### config.mk
export PLATFORM = sky130hd
export DESIGN_NAME = wrapped_angle_velocity_estimator_unit
export DESIGN_NICKNAME = d
export VERILOG_FILES = /design/src/rtl/wave_pkg.sv /design/src/rtl/wrapped_angle_velocity_estimator_unit.sv /design/src/rtl/wave_div.sv /design/src/rtl/wave_dp.sv /design/src/rtl/wave_ctrl.sv
export VERILOG_INCLUDE_DIRS = /design/src /design/src/rtl
export SDC_FILE = /design/constraint.sdc
export NUM_CORES = 2
export LEC_CHECK = 0
export BUFFER_PORTS_ARGS = -buffer_cell sky130_fd_sc_hd__buf_4
export CORE_ASPECT_RATIO = 0.8
export CORE_MARGIN = 4
export CORE_UTILIZATION = 35
export DETAILED_ROUTE_END_ITERATION = 7
export PLACE_DENSITY = 0.52
export SYNTH_ARGS = -nofsm -noshare
export SYNTH_HDL_FRONTEND = slang
export SYNTH_SLANG_ARGS = --single-unit
### constraint.sdc
create_clock -name clk -period 13.1 [get_ports clk]
set_input_delay 1.31 -clock clk [delete_from_list [all_inputs] [get_ports clk]]
set_output_delay 1.31 -clock clk [all_outputs]
set_load 0.01 [all_outputs]
### src/rtl/wrapped_angle_velocity_estimator_unit_assert.svh
// Assertion macros used by the controller of the angle velocity estimator.
// Depends on nothing; the including module must provide clk and rst.
`ifndef WRAPPED_ANGLE_VELOCITY_ESTIMATOR_UNIT_ASSERT_SVH
`define WRAPPED_ANGLE_VELOCITY_ESTIMATOR_UNIT_ASSERT_SVH

// The consequent must hold in the same cycle as the antecedent.
`define WAVE_ASSERT_IMP(lbl, ante, cons, msg) \
  lbl: assert property (@(posedge clk) disable iff (rst) (ante) |-> (cons)) \
    else $error(msg);

// The consequent must hold in the cycle after the antecedent.
`define WAVE_ASSERT_NXT(lbl, ante, cons, msg) \
  lbl: assert property (@(posedge clk) disable iff (rst) (ante) |=> (cons)) \
    else $error(msg);

`endif

### src/rtl/wave_pkg.sv
// Shared types and constants of the wrapped angle velocity estimator.
// Used by the controller, the datapath and the top level.
package wave_pkg;

  localparam int AngleW = 12;
  localparam int RawW   = 16;
  localparam int TimeW  = 32;
  localparam int AccW   = 32;
  localparam int DiffW  = AngleW + 1;
  localparam int ScaleW = 27;
  localparam int MagW   = 32;
  localparam int ProdW  = MagW + ScaleW;
  localparam int AddrW  = 2;

  // Half a turn and the bit pattern of a full turn on the 4096-count circle.
  localparam logic signed [DiffW-1:0] HalfTurn = 13'sd2048;
  localparam logic [DiffW-1:0]        FullTurn = 13'h1000;

  // round(2*pi/4096 * 1e6 * 65536): counts per microsecond to Q16.16 rad/s.
  localparam logic [ScaleW-1:0] VelScale = 27'd100530965;

  localparam logic [TimeW-1:0] WindowReset = 32'd10000;
  localparam logic [AddrW-1:0] AddrWindow  = 2'd0;

  typedef struct packed {
    logic             read_ok;
    logic [RawW-1:0]  raw_word;
    logic [TimeW-1:0] now_us;
  } in_t;

  typedef struct packed {
    logic                    data_valid;
    logic [RawW-1:0]         last_raw;
    logic [AngleW-1:0]       angle_counts;
    logic signed [AccW-1:0]  velocity_q16;
    logic                    velocity_updated;
  } out_t;

  // Commands from the controller to the datapath.
  typedef struct packed {
    logic capture;
    logic update;
    logic mul_load;
    logic div_start;
    logic vel_write;
    logic out_load;
  } ctrl_cmd_t;

  // Status from the datapath to the controller.
  typedef struct packed {
    logic vel_needed;
    logic div_done;
  } ctrl_sts_t;

endpackage

### src/rtl/wrapped_angle_velocity_estimator_unit.sv
// Each accepted word passes the update state, then the output state; a word
// with a velocity update also passes multiply, divider start, the bit-serial
// 59-step divider and saturation in between. Words are taken one at a time.
// A finished result waits in an output register while the next word is taken.
// Reset (rst, synchronous, active high) clears all tracking state and sets
// window_us to 10000.
module wrapped_angle_velocity_estimator_unit (
  input  logic                          clk,
  input  logic                          rst,
  input  logic                          sample_valid,
  output logic                          sample_ready,
  input  wave_pkg::in_t                 sample,
  output logic                          result_valid,
  input  logic                          result_ready,
  output wave_pkg::out_t                result,
  input  logic                          psel,
  input  logic                          penable,
  input  logic                          pwrite,
  input  logic [wave_pkg::AddrW-1:0]    paddr,
  input  logic [31:0]                   pwdata,
  output logic [31:0]                   prdata,
  output logic                          pready
);

  logic [wave_pkg::TimeW-1:0] window_us;
  wave_pkg::ctrl_cmd_t        cmd;
  wave_pkg::ctrl_sts_t        sts;

  // Configuration register.
  always_ff @(posedge clk) begin
    if (rst) begin
      window_us <= wave_pkg::WindowReset;
    end else if (psel && penable && pwrite && paddr == wave_pkg::AddrWindow) begin
      window_us <= pwdata;
    end
  end

  assign pready = 1'b1;
  assign prdata = (paddr == wave_pkg::AddrWindow) ? window_us : 32'd0;

  wave_ctrl u_ctrl (
    .clk          (clk),
    .rst          (rst),
    .sample_valid (sample_valid),
    .sample_ready (sample_ready),
    .result_valid (result_valid),
    .result_ready (result_ready),
    .sts          (sts),
    .cmd          (cmd)
  );

  wave_dp u_dp (
    .clk       (clk),
    .rst       (rst),
    .sample    (sample),
    .window_us (window_us),
    .cmd       (cmd),
    .sts       (sts),
    .result    (result)
  );

endmodule

### src/rtl/wave_div.sv
// Restoring radix-2 unsigned divider, one quotient bit per cycle.
// Self-contained; parameterized by dividend and divisor widths.
module wave_div #(
  parameter int NumW = 59,
  parameter int DenW = 32
) (
  input  logic            clk,
  input  logic            rst,
  input  logic            start,
  input  logic [NumW-1:0] num,
  input  logic [DenW-1:0] den,
  output logic            done,
  output logic [NumW-1:0] quot
);

  localparam int CntW = $clog2(NumW);

  logic            busy;
  logic [CntW-1:0] cnt;
  logic [DenW-1:0] rem;
  logic [NumW-1:0] quo;
  logic [DenW-1:0] den_q;
  logic [DenW:0]   rem_sh;
  logic            fits;

  // Shift the next dividend bit into the partial remainder and try a subtract.
  always_comb begin
    rem_sh = {rem, quo[NumW-1]};
    fits   = rem_sh >= {1'b0, den_q};
  end

  // Control of the iteration.
  always_ff @(posedge clk) begin
    if (rst) begin
      busy <= 1'b0;
      done <= 1'b0;
      cnt  <= '0;
    end else begin
      done <= 1'b0;
      if (start) begin
        busy <= 1'b1;
        cnt  <= CntW'(NumW - 1);
      end else if (busy) begin
        cnt <= cnt - 1'b1;
        if (cnt == '0) begin
          busy <= 1'b0;
          done <= 1'b1;
        end
      end
    end
  end

  // Remainder and the shared dividend and quotient shift register.
  always_ff @(posedge clk) begin
    if (start) begin
      rem   <= '0;
      quo   <= num;
      den_q <= den;
    end else if (busy) begin
      rem <= fits ? DenW'(rem_sh - {1'b0, den_q}) : rem_sh[DenW-1:0];
      quo <= {quo[NumW-2:0], fits};
    end
  end

  assign quot = quo;

endmodule

### src/rtl/wave_dp.sv
// Datapath of the angle velocity estimator: tracking state, multiply, divide
// and result register. Depends on wave_pkg and wave_div.
module wave_dp (
  input  logic                           clk,
  input  logic                           rst,
  input  wave_pkg::in_t                  sample,
  input  logic [wave_pkg::TimeW-1:0]     window_us,
  input  wave_pkg::ctrl_cmd_t            cmd,
  output wave_pkg::ctrl_sts_t            sts,
  output wave_pkg::out_t                 result
);

  localparam int AccW   = wave_pkg::AccW;
  localparam int AngleW = wave_pkg::AngleW;
  localparam int DiffW  = wave_pkg::DiffW;
  localparam int ProdW  = wave_pkg::ProdW;
  localparam int MagW   = wave_pkg::MagW;
  localparam int TimeW  = wave_pkg::TimeW;

  wave_pkg::in_t               samp_q;
  logic                        seeded;
  logic                        valid_flag;
  logic [wave_pkg::RawW-1:0]   raw_hold;
  logic [AngleW-1:0]           prev_angle;
  logic signed [AccW-1:0]      delta_sum;
  logic [TimeW-1:0]            window_start;
  logic signed [AccW-1:0]      velocity_hold;
  logic                        updated;
  logic                        acc_neg;
  logic [MagW-1:0]             mag;
  logic [TimeW-1:0]            elapsed_q;
  logic [ProdW-1:0]            product;
  wave_pkg::out_t              result_q;

  logic [AngleW-1:0]           angle;
  logic signed [DiffW-1:0]     diff;
  logic signed [DiffW-1:0]     d_wrap;
  logic signed [AccW:0]        sum_wide;
  logic signed [AccW-1:0]      sum_sat;
  logic [TimeW-1:0]            elapsed;
  logic                        win_hit;
  logic                        div_done;
  logic [ProdW-1:0]            quot;
  logic [AccW-1:0]             vel_sat;

  // Wrapped angle change and the saturating accumulator.
  always_comb begin
    angle = samp_q.raw_word[AngleW-1:0];
    diff  = $signed({1'b0, angle}) - $signed({1'b0, prev_angle});
    // Adding the full-turn pattern is a subtract of 4096 above half a turn and
    // an add of 4096 below minus half a turn: both are equal modulo 8192.
    if (diff > wave_pkg::HalfTurn || diff < -wave_pkg::HalfTurn) begin
      d_wrap = diff + $signed(wave_pkg::FullTurn);
    end else begin
      d_wrap = diff;
    end
    sum_wide = (AccW + 1)'(delta_sum) + (AccW + 1)'(d_wrap);
    if (sum_wide[AccW] != sum_wide[AccW-1]) begin
      sum_sat = sum_wide[AccW] ? {1'b1, {(AccW - 1){1'b0}}} : {1'b0, {(AccW - 1){1'b1}}};
    end else begin
      sum_sat = sum_wide[AccW-1:0];
    end
    elapsed = samp_q.now_us - window_start;
    win_hit = elapsed >= window_us;
  end

  assign sts.vel_needed = samp_q.read_ok && seeded && win_hit && (elapsed != '0);
  assign sts.div_done   = div_done;

  // Captured input word.
  always_ff @(posedge clk) begin
    if (cmd.capture) begin
      samp_q <= sample;
    end
  end

  // Tracking state, updated once per word.
  always_ff @(posedge clk) begin
    if (rst) begin
      seeded        <= 1'b0;
      valid_flag    <= 1'b0;
      raw_hold      <= '0;
      prev_angle    <= '0;
      delta_sum     <= '0;
      window_start  <= '0;
      velocity_hold <= '0;
      updated       <= 1'b0;
    end else if (cmd.update) begin
      updated <= sts.vel_needed;
      if (!samp_q.read_ok) begin
        valid_flag <= 1'b0;
      end else begin
        raw_hold   <= samp_q.raw_word;
        valid_flag <= 1'b1;
        prev_angle <= angle;
        if (!seeded) begin
          seeded        <= 1'b1;
          window_start  <= samp_q.now_us;
          delta_sum     <= '0;
          velocity_hold <= '0;
        end else if (win_hit) begin
          delta_sum    <= '0;
          window_start <= samp_q.now_us;
        end else begin
          delta_sum <= sum_sat;
        end
      end
    end else if (cmd.vel_write) begin
      velocity_hold <= vel_sat;
    end
  end

  // Operands of the velocity computation.
  always_ff @(posedge clk) begin
    if (cmd.update) begin
      acc_neg   <= sum_sat[AccW-1];
      mag       <= sum_sat[AccW-1] ? (~sum_sat + 1'b1) : sum_sat;
      elapsed_q <= elapsed;
    end
    if (cmd.mul_load) begin
      product <= ProdW'(mag) * ProdW'(wave_pkg::VelScale);
    end
  end

  // Serial division of the scaled count by the elapsed time.
  wave_div #(
    .NumW (ProdW),
    .DenW (TimeW)
  ) u_div (
    .clk   (clk),
    .rst   (rst),
    .start (cmd.div_start),
    .num   (product),
    .den   (elapsed_q),
    .done  (div_done),
    .quot  (quot)
  );

  // Sign inversion and saturation to 32 bits.
  always_comb begin
    if (acc_neg) begin
      vel_sat = (quot[ProdW-1:AccW-1] != '0) ? {1'b0, {(AccW - 1){1'b1}}}
                                              : quot[AccW-1:0];
    end else if (quot[ProdW-1:AccW] != '0 ||
                 (quot[AccW-1] && quot[AccW-2:0] != '0)) begin
      vel_sat = {1'b1, {(AccW - 1){1'b0}}};
    end else begin
      vel_sat = ~quot[AccW-1:0] + 1'b1;
    end
  end

  // Result register.
  always_ff @(posedge clk) begin
    if (cmd.out_load) begin
      result_q.data_valid       <= valid_flag;
      result_q.last_raw         <= raw_hold;
      result_q.angle_counts     <= raw_hold[AngleW-1:0];
      result_q.velocity_q16     <= velocity_hold;
      result_q.velocity_updated <= updated;
    end
  end

  assign result = result_q;

endmodule

### src/rtl/wave_ctrl.sv
// Controller of the angle velocity estimator: sequences one word at a time.
// Depends on wave_pkg and the assertion macro header.
`include "wrapped_angle_velocity_estimator_unit_assert.svh"

module wave_ctrl (
  input  logic                 clk,
  input  logic                 rst,
  input  logic                 sample_valid,
  output logic                 sample_ready,
  output logic                 result_valid,
  input  logic                 result_ready,
  input  wave_pkg::ctrl_sts_t  sts,
  output wave_pkg::ctrl_cmd_t  cmd
);

  localparam logic [2:0] S_IDLE   = 3'd0;
  localparam logic [2:0] S_UPDATE = 3'd1;
  localparam logic [2:0] S_MUL    = 3'd2;
  localparam logic [2:0] S_DIVGO  = 3'd3;
  localparam logic [2:0] S_DIV    = 3'd4;
  localparam logic [2:0] S_SAT    = 3'd5;
  localparam logic [2:0] S_OUT    = 3'd6;

  logic [2:0] state;
  logic [2:0] state_next;
  logic       out_valid;

  assign sample_ready = (state == S_IDLE);
  assign result_valid = out_valid;

  // Next state and commands.
  always_comb begin
    state_next = state;
    cmd        = '0;
    case (state)
      S_IDLE: begin
        if (sample_valid) begin
          cmd.capture = 1'b1;
          state_next  = S_UPDATE;
        end
      end
      S_UPDATE: begin
        cmd.update = 1'b1;
        state_next = sts.vel_needed ? S_MUL : S_OUT;
      end
      S_MUL: begin
        cmd.mul_load = 1'b1;
        state_next   = S_DIVGO;
      end
      S_DIVGO: begin
        cmd.div_start = 1'b1;
        state_next    = S_DIV;
      end
      S_DIV: begin
        if (sts.div_done) begin
          state_next = S_SAT;
        end
      end
      S_SAT: begin
        cmd.vel_write = 1'b1;
        state_next    = S_OUT;
      end
      S_OUT: begin
        if (!out_valid || result_ready) begin
          cmd.out_load = 1'b1;
          state_next   = S_IDLE;
        end
      end
      default: begin
        state_next = S_IDLE;
      end
    endcase
  end

  // State register and result word flag.
  always_ff @(posedge clk) begin
    if (rst) begin
      state     <= S_IDLE;
      out_valid <= 1'b0;
    end else begin
      state <= state_next;
      if (cmd.out_load) begin
        out_valid <= 1'b1;
      end else if (result_ready) begin
        out_valid <= 1'b0;
      end
    end
  end

  `WAVE_ASSERT_NXT(a_accept_updates, sample_valid && sample_ready, state == S_UPDATE, "accepted word not processed")
  `WAVE_ASSERT_NXT(a_div_waits, state == S_DIV && !sts.div_done, state == S_DIV, "left divide before done")
  `WAVE_ASSERT_IMP(a_out_slot_free, cmd.out_load, !out_valid || result_ready, "result word overwritten")

endmodule
==> impl_metrics.json <==
{
  "status": "complete, no violations",
  "yosys_warnings": 0,
  "coreArea_mm2": 0.119,
  "worst_pin_slew_ns": 1.11,
  "syn-cell-area_mm2": 0.0424,
  "cts_root_buffer": "clkbuf_16",
  "synthToLayoutAreaGrowth_pct": 11.5,
  "numCtsBuffers": 53,
  "totalWireLength_um": 119000,
  "clock_path_buffers": 3,
  "wire_per_inst_um": 19.6,
  "via_count": 30579,
  "initial_core_util": 0.355,
  "cp-start-kind": "flip-flop",
  "fin_util": 0.396,
  "yosysSeqAreaShare": 0.313,
  "drt-initial-drc-count": 2357,
  "crit_fanout": 22,
  "slew_headroom": 0.244,
  "crit_slowest_cell": "ha_1",
  "worstSetupPathDepth": 37,
  "required_ns": 13.43,
  "startpoint": "u_dp.angle[0]",
  "grt_first_pass_wirelength_um": 185000,
  "grt_antenna_before_repair": 0,
  "cpPeakStageDelay_ns": 0.58,
  "end_kind": "flip-flop",
  "cts.sinks": 505,
  "hp-class": "flip-flop to flip-flop",
  "rr_endpoint": "u_dp.mag[30]",
  "cap_viol_max_count": 0,
  "clk_latency_ns": 0.63,
  "layout_common_cells": "724 x inv_1, 452 x nand2_1, 439 x fa_1, 431 x ha_1, 314 x edfxtp_1",
  "ys_ff_latch": 505,
  "timing.fmax_mhz": 98.9,
  "period_needed_ns": 10.11,
  "dp_hpwl_um": 95700,
  "setup_violations": 0,
  "cts_setup_buffers": 0,
  "ff2ff_path_depth": 37,
  "syn_avg_cell_area_um2": 9.82,
  "grt_pass1_vias": 30319,
  "nNetsFinal": 5401,
  "cts_max_level": 2,
  "clkTransAtPathRegs_ns": 0.06,
  "synth_cell_types": 90,
  "cp.buffers_inverters": 3,
  "layout-drive-gt1-share": 0.0763,
  "ctsHoldBuffers": 0,
  "antenna_cells": 0,
  "crit_end": "u_dp.mag[30]",
  "path_common_cell": "ha_1",
  "die_h_um": 319,
  "grt_usage": 0.187,
  "cp_top_family": "simple AND/OR/NAND/NOR gates",
  "drcViolationCount": 0,
  "routabilityCongestion": 0.902,
  "fin_worst_skew_ns": 0.0218,
  "grt_remaining_overflow": 0,
  "num_io_pins": 187,
  "num_rows": 113,
  "worst_ep_arrival_time_ns": 10.44,
  "rsz0062_at_grt": "false",
  "ant_nets": 0,
  "mappedNetlistNets": 5274,
  "synth-main-ff-cell": "edfxtp_1",
  "async_flop_share": 0,
  "ff2ff_setup_slack_ns": 2.99,
  "grt_max_degree": 90,
  "final_common_cell": "inv_1",
  "reg2reg_from": "u_dp.angle[0]",
  "cts_tree": "built",
  "drt-vias-per-instance": 5.02,
  "dp.cells": 5996,
  "drt_pass1_iterations": 7,
  "finalHoldViolCount": 0,
  "critical_path_class": "flip-flop to flip-flop",
  "cts.repair.resized": 0,
  "synth_edf_count": 314,
  "die-width_um": 397,
  "io_buffers": 185,
  "stdcell_count": 6095,
  "synthCells": 4314,
  "dieArea_mm2": 0.127,
  "min_period_over_period": 0.772,
  "fin_setup_tns_ns": 0,
  "slew_viol_final": 0
}
## worst reg2reg max path: cells and delay by family (launching register included)
kind            cells  cell delay, ns
fa+ha+maj           5            1.96
flops               1            0.35
xor+xnor            2            0.23
compound gates     12            3.10
buf+inv             3            0.45
simple gates       15            3.75
## state kept, by name (all words and copies together) (netlist names), 3 cells and up
signal              flops
u_dp.mag               32
u_dp.u_div.rem         32
u_dp.velocity_hold     32
u_dp.delta_sum         32
u_dp.raw_hold           5
u_dp.angle             12
u_dp.u_div.quot        59
u_dp.window_start      32
u_ctrl.state            3
u_dp.product           59
u_dp.u_div.cnt          6
u_dp.result            50
u_dp.samp_q            37
u_dp.elapsed_q         32
window_us              32
u_dp.prev_angle        11
u_dp.u_div.den_q       32
## worst min-delay path by stage
stage,startpoint,to,depth (start not counted)
6_report,u_dp.elapsed_q[20],u_dp.u_div.den_q[20],0
5_1_grt,u_dp.elapsed_q[13],u_dp.u_div.den_q[13],0
3_5_place_dp,u_dp.elapsed_q[20],u_dp.u_div.den_q[20],0
4_1_cts,u_dp.elapsed_q[20],u_dp.u_div.den_q[20],0
3_3_place_gp,u_dp.elapsed_q[18],u_dp.u_div.den_q[18],0
2_1_floorplan,u_dp.elapsed_q[0],u_dp.u_div.den_q[0],0
## synth_stat cells, types with 16 or more instances
cell | n | area, um^2
xor2_1 | 59 | 517
nand3_1 | 55 | 275
nand4_1 | 27 | 169
nand2b_1 | 17 | 106
o21a_1 | 31 | 233
o211ai_1 | 25 | 188
clkbuf_1 | 115 | 432
nor2b_1 | 37 | 231
inv_1 | 725 | 2720
mux2i_1 | 24 | 240
o21bai_1 | 16 | 120
nand2_1 | 454 | 1700
ha_1 | 431 | 5390
a22oi_1 | 44 | 330
a31oi_1 | 25 | 156
nor2_1 | 221 | 830
o21ai_0 | 221 | 1110
a21o_1 | 77 | 578
edfxtp_1 | 314 | 9430
xnor2_1 | 84 | 736
or3_1 | 18 | 113
a21oi_1 | 275 | 1380
fa_1 | 439 | 8790
dfxtp_1 | 191 | 3820
a211oi_1 | 23 | 173
nor3_1 | 94 | 470
## metal layers
| metal | routed length, um | GRT usage |
|---|---|---|
| met1 | 62400 | 0.301 |
| met2 | 48400 | 0.266 |
| met3 | 6850 | 0.0298 |
| met4 | 1560 | 0.0273 |
| met5 | 0 | 0 |
## per-stage QoR
stage / hold slack, ns / area [um^2] / setup WS, ns
after floorplan: 0.400 / 42400 / 4.57
final: 0.412 / 47300 / 2.99
after global routing: 0.419 / 47300 / 2.06
after detailed placement: 0.405 / 45500 / 2.97
after global placement: 0.403 / 45500 / 3.16
after CTS: 0.414 / 47300 / 2.92
## cell type report
class / instances / area, um^2
fill: 11889 / 72200
multi-input combinational: 2942 / 25900
sequential: 505 / 13300
inverter: 726 / 2730
tap: 1610 / 2010
timing repair buffer: 213 / 1600
clock buffer: 65 / 1460
clock inverter: 34 / 350
## kinds of logic after synthesis
family	share of synthesized area
buffers and inverters	0.0781
AO/OA/AOI/OAI	0.127
flip-flops	0.313
adder cells (fa/ha/maj)	0.335
XOR/XNOR	0.0296
other	0.0000885
AND/OR/NAND/NOR	0.111
multiplexers	0.00647
Power is not shown: default switching activity piles up to over one toggle a cycle in this logic, so the estimate is an artifact.
